File: config.mk
export PLATFORM = sky130hd
export DESIGN_NAME = gkt_chmap
export DESIGN_NICKNAME = d
export VERILOG_FILES = /design/src/design/gkt_pkg.sv /design/src/design/gkt_chmap.sv
export SDC_FILE = /design/constraint.sdc
export NUM_CORES = 1
export LEC_CHECK = 0
export ABC_AREA = 1
export ABC_CLOCK_PERIOD_IN_PS = 7350
export BUFFER_PORTS_ARGS = -buffer_cell sky130_fd_sc_hd__buf_4
export CORE_MARGIN = 3
export CORE_UTILIZATION = 45
export CTS_CLUSTER_SIZE = 12
export DETAILED_ROUTE_END_ITERATION = 8
export MAX_ROUTING_LAYER = met4
export PLACE_DENSITY_LB_ADDON = 0.15
export SLEW_MARGIN = 20
export SYNTH_ARGS = -nofsm -noshare
export SYNTH_HDL_FRONTEND = slang
export SYNTH_SLANG_ARGS = --single-unit
File: constraint.sdc
create_clock -name i_clk -period 7.35 [get_ports i_clk]
set_clock_uncertainty 0.1 [all_clocks]
set_input_delay 1.1025 -clock i_clk [delete_from_list [all_inputs] [get_ports i_clk]]
set_output_delay 1.1025 -clock i_clk [all_outputs]
set_load 0.01 [all_outputs]
File: src/design/gkt_pkg.sv
// Shared types and constants of the grouped K-th hit trigger.
// Depends on nothing; every other design file imports it.
package gkt_pkg;

    localparam int CH_W      = 6;
    localparam int CHANNELS  = 64;
    localparam int TIME_W    = 24;
    localparam int CNT_W     = 4;
    localparam int THR_W     = 4;
    localparam int FIRST_W   = 6;
    localparam int SIZE_W    = 7;
    localparam int GCNT_W    = 6;
    localparam int GRP_W     = 6;
    localparam int CFG_W     = 7;
    localparam int CFG_AW    = 2;

    localparam logic [CNT_W-1:0] COUNT_SAT = 4'd15;

    localparam logic [CFG_AW-1:0] REG_THRESHOLD_K  = 2'd0;
    localparam logic [CFG_AW-1:0] REG_FIRST_CHANNEL = 2'd1;
    localparam logic [CFG_AW-1:0] REG_GROUP_SIZE   = 2'd2;
    localparam logic [CFG_AW-1:0] REG_GROUP_COUNT  = 2'd3;

    typedef struct packed {
        logic [FIRST_W-1:0] first_channel;
        logic [SIZE_W-1:0]  group_size;
        logic [GCNT_W-1:0]  group_count;
    } t_cfg;

    typedef struct packed {
        logic             hit;
        logic [GRP_W-1:0] grp;
    } t_map_ent;

    typedef struct packed {
        logic rd;
        logic wr;
        logic clr;
    } t_mem_ctl;

endpackage

File: src/design/gkt_chmap.sv
// Channel-to-group map: a memory rebuilt by a sweep over all channels.
// Depends on gkt_pkg.
module gkt_chmap #(
    parameter int MAX_GROUPS = 32
) (
    input  logic                     i_clk,
    input  logic                     i_rst_n,
    input  logic                     i_restart,
    input  gkt_pkg::t_cfg            i_cfg,
    input  logic                     i_rd_en,
    input  logic [gkt_pkg::CH_W-1:0] i_rd_ch,
    output gkt_pkg::t_map_ent        o_ent,
    output logic                     o_busy
);
    import gkt_pkg::*;

    localparam logic [CH_W-1:0]  CH_LAST = CH_W'(CHANNELS - 1);
    localparam logic [GRP_W:0]   GMAX    = (GRP_W + 1)'(MAX_GROUPS);

    t_map_ent        r_mem [CHANNELS];
    t_map_ent        r_rd_ent;
    logic            r_busy;
    logic [CH_W-1:0] r_sw_ch;
    logic [GRP_W:0]  r_sw_grp;
    logic [SIZE_W-1:0] r_sw_off;

    logic [GRP_W:0]  w_geff;
    logic            w_step;
    t_map_ent        w_ent;

    always_comb begin
        w_geff = ({1'b0, i_cfg.group_count} > GMAX) ? GMAX : {1'b0, i_cfg.group_count};
        w_step = (r_sw_ch >= i_cfg.first_channel) && (i_cfg.group_size != '0);
        w_ent.hit = w_step && (r_sw_grp < w_geff);
        w_ent.grp = r_sw_grp[GRP_W-1:0];
    end

    // The sweep walks the channels in order, so the group index is a running
    // count instead of a division.
    always_ff @(posedge i_clk) begin
        if (!i_rst_n || i_restart) begin
            r_busy   <= 1'b1;
            r_sw_ch  <= '0;
            r_sw_grp <= '0;
            r_sw_off <= '0;
        end else if (r_busy) begin
            r_sw_ch <= r_sw_ch + CH_W'(1);
            if (r_sw_ch == CH_LAST) begin
                r_busy <= 1'b0;
            end
            if (w_step) begin
                if (r_sw_off + SIZE_W'(1) == i_cfg.group_size) begin
                    r_sw_off <= '0;
                    r_sw_grp <= r_sw_grp + (GRP_W + 1)'(1);
                end else begin
                    r_sw_off <= r_sw_off + SIZE_W'(1);
                end
            end
        end
    end

    always_ff @(posedge i_clk) begin
        if (r_busy) begin
            r_mem[r_sw_ch] <= w_ent;
        end
        if (i_rd_en) begin
            r_rd_ent <= r_mem[i_rd_ch];
        end
    end

    assign o_ent  = r_rd_ent;
    assign o_busy = r_busy;

`ifndef SYNTH
    a_sweep_end: assert property (@(posedge i_clk) disable iff (!i_rst_n)
        $fell(r_busy) |-> ($past(r_sw_ch) == CH_LAST) && !$past(i_restart))
        else $error("channel map sweep ended early");
`endif

endmodule

## After elaboration in Yosys (flattened, before gate mapping)

Memories as Yosys holds them, arrays and structs flattened. A register that Yosys moved wholly into a read port is not among the register bits.
Cells that the tools add are included.

- Add/subtract/negate cells: 3
- $mul: 0
- Divide/modulo/power cells: 0
- Order comparisons: 3
- Equal/unequal tests: 2
- Shift operators: 0
- Muxes and demuxes: 6
- Bitwise gates (word level): 0
- Reduce and logical (&&, ||, !) cells: 7

Operators by type and width:

| operator | count |
|---|---|
| $add 7x1->7 const B | 2 |
| $eq 7x7->1 | 1 |
| $lt 7x6->1 | 1 |
| $mux 7 | 1 |
| $reduce_bool 7->1 | 1 |
| $add 6x1->6 const B | 1 |
| $eq 6x6->1 const B | 1 |
| $ge 6x6->1 | 1 |
| $gt 6x6->1 const B | 1 |
| $mux 6 | 1 |
| $mux 1 | 4 |
| $reduce_and 3->1 | 1 |
| $logic_and 1x1->1 | 2 |
| $reduce_and 2->1 | 1 |
| $logic_not 1->1 | 1 |
| $logic_or 1x1->1 | 1 |

- Register bits after elaboration: 21
- Bits in latches: 0
- Bits in writable memories: 448
- Memory bits (read-only): 0
- Word-level logic and storage cells: 26
- Memories: 1

Memories:

| name | words | width | rd ports | clocked after Yosys merged registers in | wr ports | line | source |
|---|---|---|---|---|---|---|---|
| r_mem | 64 | 7 | 1 | 1 | 1 | gkt_chmap.sv:20 | `t_map_ent r_mem [CHANNELS];` |

## Logic depth before layout (Yosys ltp)

Gate-level depths: netlist of the first run.

- Depth in word-level cells: 4
- Depth in mapped cells: 12

## Least setup slack after synthesis of the first run

No wires, ideal clock.

- Kind: input -> register
- Start point: input i_cfg[5] (netlist name)
- End point: memory r_mem[0][6] (netlist name), data pin
- Arrival time: 5.273 ns
- Required time: 6.385 ns
- Slack: 1.112 ns
- Cell stages on the path: 8
- Path buffers: 0
- Path through: inv_1 -> nand2_1 -> ha_1 -> a21oi_1 -> nand2_1 -> nand3_1 -> a21boi_0 -> nor4_1

RTL lines:

| element | line | source |
|---|---|---|
| start, declared | gkt_chmap.sv:9 | `input gkt_pkg::t_cfg i_cfg,` |
| end, declared | gkt_chmap.sv:20 |  |

==> metrics.cfg, run 1 <==
[setup_path]
r2r_end=r_mem[9][6]
rrSetupSlack_ns=4.43
required_ns=7.71
critPathLaunchType=input pin
end_kind=register
critPathCapture=o_ent[2]
worst-path-max-fanout=132
worst_ep_arrival_time_ns=4.07
startpoint=i_rd_ch[0]
critPathKind=in2reg
r2r_start=r_sw_grp[2]
rr_worst_depth=8

[pwr]
total_power_w=0.00568
irDropWorstVdd_mv=0.174
p_leak_nw=7.79
power_density_nw_per_um2=257

[die]
core-area_um2=43500
io_pins=37
die_x_um=217
num_rows=76
dieHeight_um=217
fp.dieArea_um2=46900
initial_core_util_pct=46.0

[clock_network]
cts_hold_buf=0
clk_pin_slew_worst_paths_ns=0.06
post_cts_buffers=0
cts_root_buf=clkbuf_16
cts_tree=built
clock_tree.buffer_depth=3
insertion_delay_ns=0.58
cts_resized=0
cts_max_level=2
cts_num_sinks=476
cts_buffers=50

[sta]
timing.final.ws_setup_ns=3.64
max_freq_mhz=270
hold_ws_ns=0.425
final_hold_viol_count=0
rsz0062_at_grt=no
setup_viol_count_final=0
slew_headroom_pct=31.6
min_period_ns=3.71
slew_violations=0
worst_pin_slew_ns=1.03
finalCritPeriodShare_pct=50.5
totalNegativeSetupSlack_ns=0

[grt]
grt_pass1_wl_um=78700
first_global_vias=12600
gr-total-overflow=0
grt_usage_pct=22.6
grt_max_degree=133
grt_antenna_before_repair=0

[logic_synthesis]
synth_top_family_by_area=simple AND/OR/NAND/NOR gates
synth_top_area_share_pct=68.4
synth_cells=1739
ys_ff_latch=476
yosysTopAreaCell=edfxtp_1
synth_flop_cell=edfxtp_1
synth_edf_count=455
syn_nets=1782
syn-cell-area_um2=20000
ys_warn_count=0
synth_area_leaders=edfxtp_1, nand2_1, nor2_1, o21ai_0, o22ai_1
synth_compound_area_share_pct=9.05
ys_seq_area_share_pct=70.5
synth-async-reset-ratio_pct=0
synth-simple-area-share_pct=15.1
synth_fa_ha_area_share_pct=0.877
synth.avg_cell_area_um2=11.5
synth.distinct_cells=31
synthMuxAreaShare_pct=0
synth-xor-area-share_pct=0.307

[flow_run]
maxCapViolations=0

[layout]
nNetsFinal=1785
final_cell_mix=edfxtp_1, nand2_1, nor2_1, o21ai_0, nand3_1
fin_cells=2361
areaGrowthSynthToFinish_pct=10.5
drive_above_1_share_pct=7.55
n_antenna_cell=0
final_common_cell=edfxtp_1

[detailed_routing]
drtIter0Drc=1302
viasPerCell=5.56
via_count=13100
drtPass1Iterations=5
drc_errors=0
post_drt_wl_per_cell_um=21.9
ant_nets=0
wirelength_um=51700

[placement]
port_buffers=36
pre_cts_slack_ns=3.10
dp_cells=2275
dpl.hpwl_um=29800
gp_congestion=0.834

[run_status]
status=finished, final reports clean

[min_path]
min-delay-path-class=reg2reg

[through the flow]
step                      cell area (um2)  util (%)
after floorplan                     20000         -
after global placement              20500      47.2
after detailed placement            20500      47.2
after CTS                           22100      50.8
after global routing                22100      50.8
final                               22100      50.8
[layer usage]
layer,share of wire (%),track usage (%),vias up
met3,5.7,3.15,73
met1,44,30.8,6481
li1,-,-,6182
met4,2.5,6.54,0
met2,47,35.9,395
met5,0,-,-
[worst min-delay path by stage]
stage,startpoint,endpoint,cells after the start
3_3_place_gp,r_sw_off[0],r_sw_off[0],2
3_5_place_dp,r_sw_grp[6],r_sw_grp[6],2
4_1_cts,r_sw_grp[6],r_sw_grp[6],2
6_report,r_sw_grp[6],r_sw_grp[6],2
5_1_grt,r_sw_grp[6],r_sw_grp[6],2
2_1_floorplan,r_sw_grp[6],r_sw_grp[6],2
[state kept, by name (all words and copies together) (netlist names)]
name and count:
r_mem 448, o_busy 1, r_sw_grp 7, o_ent 7, r_sw_off 7, r_sw_ch 6
[logic make-up (layout without fill, tap and decap cells)]
kind of cell	after synthesis	count (layout)
AO/OA/AOI/OAI	336	336
adder cells (fa/ha/maj)	14	14
flip-flops	476	476
buffers and inverters	161	198
XOR/XNOR	7	7
AND/OR/NAND/NOR	745	745
[critical path, stage by stage]
cell	delay (ns)
buf_6	0.24
inv_6	0.82
buf_4	0.81
nor2_1	0.11
o22ai_1	0.25
nand2_1	0.15
nand2_1	0.12
nand2_1	0.06
nand3_1	0.08
nand3_1	0.12
nand2_1	0.08
[synthesized netlist by cell type (2+ instances only)]
library cell	instances
a21oi_1	36
o21ai_0	152
xnor2_1	2
nor2_1	269
buf_2	31
ha_1	14
buf_4	5
nor3_1	7
o22ai_1	91
nand4_1	8
inv_1	56
o21bai_1	2
clkbuf_1	34
buf_1	4
nand3_1	111
nor2_4	2
edfxtp_1	455
inv_2	6
o21ai_1	53
nand2_1	341
dfxtp_1	21
nor2_2	3
xor2_1	5
buf_6	22
clkbuf_2	3
[cell type report]
type / count / area [um2]
Clock buffer: 69 / 1410
Multi-Input combinational cell: 1102 / 5070
Fill cell: 3917 / 21400
Inverter: 62 / 238
Sequential cell: 476 / 14100
Tap cell: 585 / 732
Clock inverter: 17 / 151
Timing Repair Buffer: 50 / 379
[report_power, final]
part	internal, W	leakage [nW]	total [W]	switching [W]
clock	0.00143	0.758	0.00244	0.00101
combinational	0.0000869	2.59	0.000294	0.000207
sequential	0.00294	4.44	0.00295	0.00000756
total	0.00446	7.79	0.00568	0.00122
(Power assumes the default switching activity.)
==> inputs of run 2 (changes only) <==
--- a/config.mk
+++ b/config.mk
@@ -6,7 +6,7 @@
 export NUM_CORES = 1
 export LEC_CHECK = 0
 export ABC_AREA = 1
-export ABC_CLOCK_PERIOD_IN_PS = 7350
+export ABC_CLOCK_PERIOD_IN_PS = 3600
 export BUFFER_PORTS_ARGS = -buffer_cell sky130_fd_sc_hd__buf_4
 export CORE_MARGIN = 3
 export CORE_UTILIZATION = 45
==> constraint.sdc (replaced) <==
create_clock -name i_clk -period 3.6 [get_ports i_clk]
set_clock_uncertainty 0.1 [all_clocks]
set_input_delay 0.54 -clock i_clk [delete_from_list [all_inputs] [get_ports i_clk]]
set_output_delay 0.54 -clock i_clk [all_outputs]
set_load 0.01 [all_outputs]
==> run 2 against run 1 <==
  * Routed wire length fell by 5.2%
  * Cell count grew 0.25%
  * Sequential power is 100% higher
  * Non-clock buffer count up 10
  * Combinational power grew 110%
  * Final area up 0.15%
  * Worst hold slack got worse by 0.28 ns
  * Critical path depth did not move
  * Count of clock-buffer cells in the layout fell by 6
  * Sequential share of layout area fell by 0.094 points
  * First-iteration DRC count down 6.5%
==> metrics.cfg, run 2 (same netlist as run 1, synthesis figures left out) <==
[run_status]
status=finished, final reports clean

[sta]
slew_violations=0  ; unchanged
slew_headroom_pct=36.9  ; +5.3 points
setup_viol_count_final=0  ; unchanged
worst_pin_slew_ns=0.943  ; -0.0825 ns
min_period_ns=2.63
rsz0062_at_grt=no
finalCritPeriodShare_pct=72.9
max_freq_mhz=381
final_hold_viol_count=0  ; unchanged
totalNegativeSetupSlack_ns=0  ; unchanged

[setup_path]
critPathKind=reg2reg
r2r_end=r_sw_grp[3]
cpMaxStageDelayCell=nor2_2
required_ns=3.95  ; -3.76 ns
path_cells=inv_2, ha_1, nand2_1, nor2_1, nand2_1, nand3_1, nand2_1, nor2_2, nand3_4, nand2_1, a21oi_1
critPathLaunchType=register
r2r_start=r_sw_ch[0]
worst_ep_arrival_time_ns=2.98  ; -1.09 ns
cp_top_family=simple AND/OR/NAND/NOR gates
slowest_delay_ns=0.62  ; -0.20 ns
rr_worst_depth=11  ; +3
worst-path-max-fanout=21  ; -84%
rrSetupSlack_ns=0.97  ; -3.46 ns
cp_common_cell=nand2_1
path_buf_inv=1  ; -2
end_kind=register

[layout]
final_common_cell=edfxtp_1
fin_util_pct=50.8  ; +0.075 points
n_antenna_cell=0  ; unchanged
areaGrowthSynthToFinish_pct=10.7
regMostFlops=r_mem
final_cell_mix=edfxtp_1, nand2_1, nor2_1, o21ai_0, nand3_1
largest_reg_flops=448  ; unchanged
drive_above_1_share_pct=7.74  ; +0.20 points
nNetsFinal=1794  ; +0.50%
finalInstanceArea_um2=22100  ; +0.15%

[clock_network]
post_cts_buffers=0  ; unchanged
cts_max_level=2  ; unchanged
cts_resized=0  ; unchanged
clk_pin_slew_worst_paths_ns=0.06  ; about the same
clock_tree.buffer_depth=3  ; unchanged
insertion_delay_ns=0.59  ; about the same
cts_hold_buf=0  ; unchanged
cts_buffers=49  ; -2.0%
cts_num_sinks=476  ; unchanged
cts_root_buf=clkbuf_16
cts_tree=built

[grt]
first_global_vias=12400  ; -1.2%
grt_usage_pct=21.6  ; -1.0 points
gr-total-overflow=0  ; unchanged
grt_pass1_wl_um=75800  ; -3.7%
grt_antenna_before_repair=0  ; unchanged
grt_max_degree=127  ; -4.5%

[min_path]
min-delay-path-class=in2reg
hold-path-endpoint=o_ent[1]
hp-start=i_rd_en
hold_depth=1  ; -1

[die]
io_pins=37  ; unchanged
dieHeight_um=217  ; unchanged
num_rows=76  ; unchanged
fp.dieArea_um2=46900  ; unchanged
die_x_um=217  ; unchanged
initial_core_util_pct=46.0  ; unchanged
core-area_um2=43500  ; unchanged

[flow_run]
maxCapViolations=0  ; unchanged

[detailed_routing]
post_drt_wl_per_cell_um=20.7  ; -5.4%
drc_errors=0  ; unchanged
via_count=13000  ; -0.83%
viasPerCell=5.50  ; -1.1%
drtPass1Iterations=5  ; unchanged
wirelength_um=49000  ; -5.2%
drtIter0Drc=1217  ; -6.5%
ant_nets=0  ; unchanged

[placement]
port_buffers=36  ; unchanged
place_area_um2=20700  ; +0.90%
gp_congestion=0.803  ; -3.7%
dpl.hpwl_um=28800  ; -3.2%

[pwr]
power_density_nw_per_um2=508  ; +97%
pwr-share-seq_pct=53.6  ; +1.7 points
netSwitchingFraction_pct=22.0  ; +0.50 points
p_leak_nw=7.75  ; -0.61%
irDropWorstVdd_mv=0.358  ; +110%
p_sw_w=0.00248  ; +100%
clock_power_share_pct=41.0  ; -1.9 points
p_comb_share_pct=5.4  ; +0.2 points
p_int_w=0.00876  ; +96%

-- run 2: changes by cell type in the layout (fill, tap and decap cells not counted), sizes merged --
cell | before | now
bufinv | 3 | 1
clkinv | 14 | 18
clkbuf | 69 | 63
buf | 50 | 60
-- run 2: final cells by class --
| class | instances | area (um2) |
|---|---|---|
| fill | 3815 | 21400 |
| clock inverter | 19 | 133 |
| sequential | 476 | 14100 |
| timing repair buffer | 60 | 554 |
| clock buffer | 63 | 1280 |
| multi-input combinational | 1102 | 5070 |
| tap | 585 | 732 |
| inverter | 62 | 238 |
-- run 2: power by group through the flow --
stage,clock network [W],logic [W],registers [W]
after floorplan,0,0.000415,0.00613
after global placement,0,0.000605,0.00613
after detailed placement,0,0.000610,0.00613
after CTS,0.00469,0.000611,0.00602
after global routing,0.00492,0.000678,0.00602
final,0.00461,0.000609,0.00602
-- run 2: stage by stage --
step | hold slack (ns) | worst slack, ns | cells | power [W]
global route | 0.126 | 0.771 | 2367 | 0.0116
floorplan | 0.378 | 0.0291 | 1739 | 0.00655
finish | 0.148 | 0.974 | 2367 | 0.0112
global placement | 0.416 | 0.931 | 2285 | 0.00674
CTS | 0.124 | 0.984 | 2367 | 0.0113
detailed placement | 0.419 | 0.863 | 2285 | 0.00674
-- run 2: worst reg2reg max path: cells and delay by family, from the launching register on --
family / cells / cell delay, ns
AND/OR/NAND/NOR: 8 / 1.43
adder cells (fa/ha/maj): 1 / 0.30
buffers and inverters: 1 / 0.14
flip-flops: 1 / 0.47
AO/OA/AOI/OAI: 1 / 0.07
-- run 2: layer usage --
metal / track usage [%] / part of all wire [%]
met1: 29.7 / 44
met2: 33.4 / 47
met3: 4.26 / 6.6
met4: 5.49 / 2.4
met5: - / 0
-- run 2: how the worst max path moves through the flow --
stage	startpoint	endpoint	slack, ns	depth (start not counted)
final	r_sw_ch[0]	r_sw_grp[3]	0.97	11
after global routing	r_sw_ch[0]	r_sw_grp[1]	0.77	11
after CTS	r_sw_ch[0]	r_sw_grp[4]	0.98	11
after detailed placement	i_cfg[16]	r_sw_off[1]	0.86	12
after global placement	i_cfg[18]	r_sw_off[6]	0.93	12
after floorplan	r_sw_grp[1]	r_mem[0][6]	0.03	6
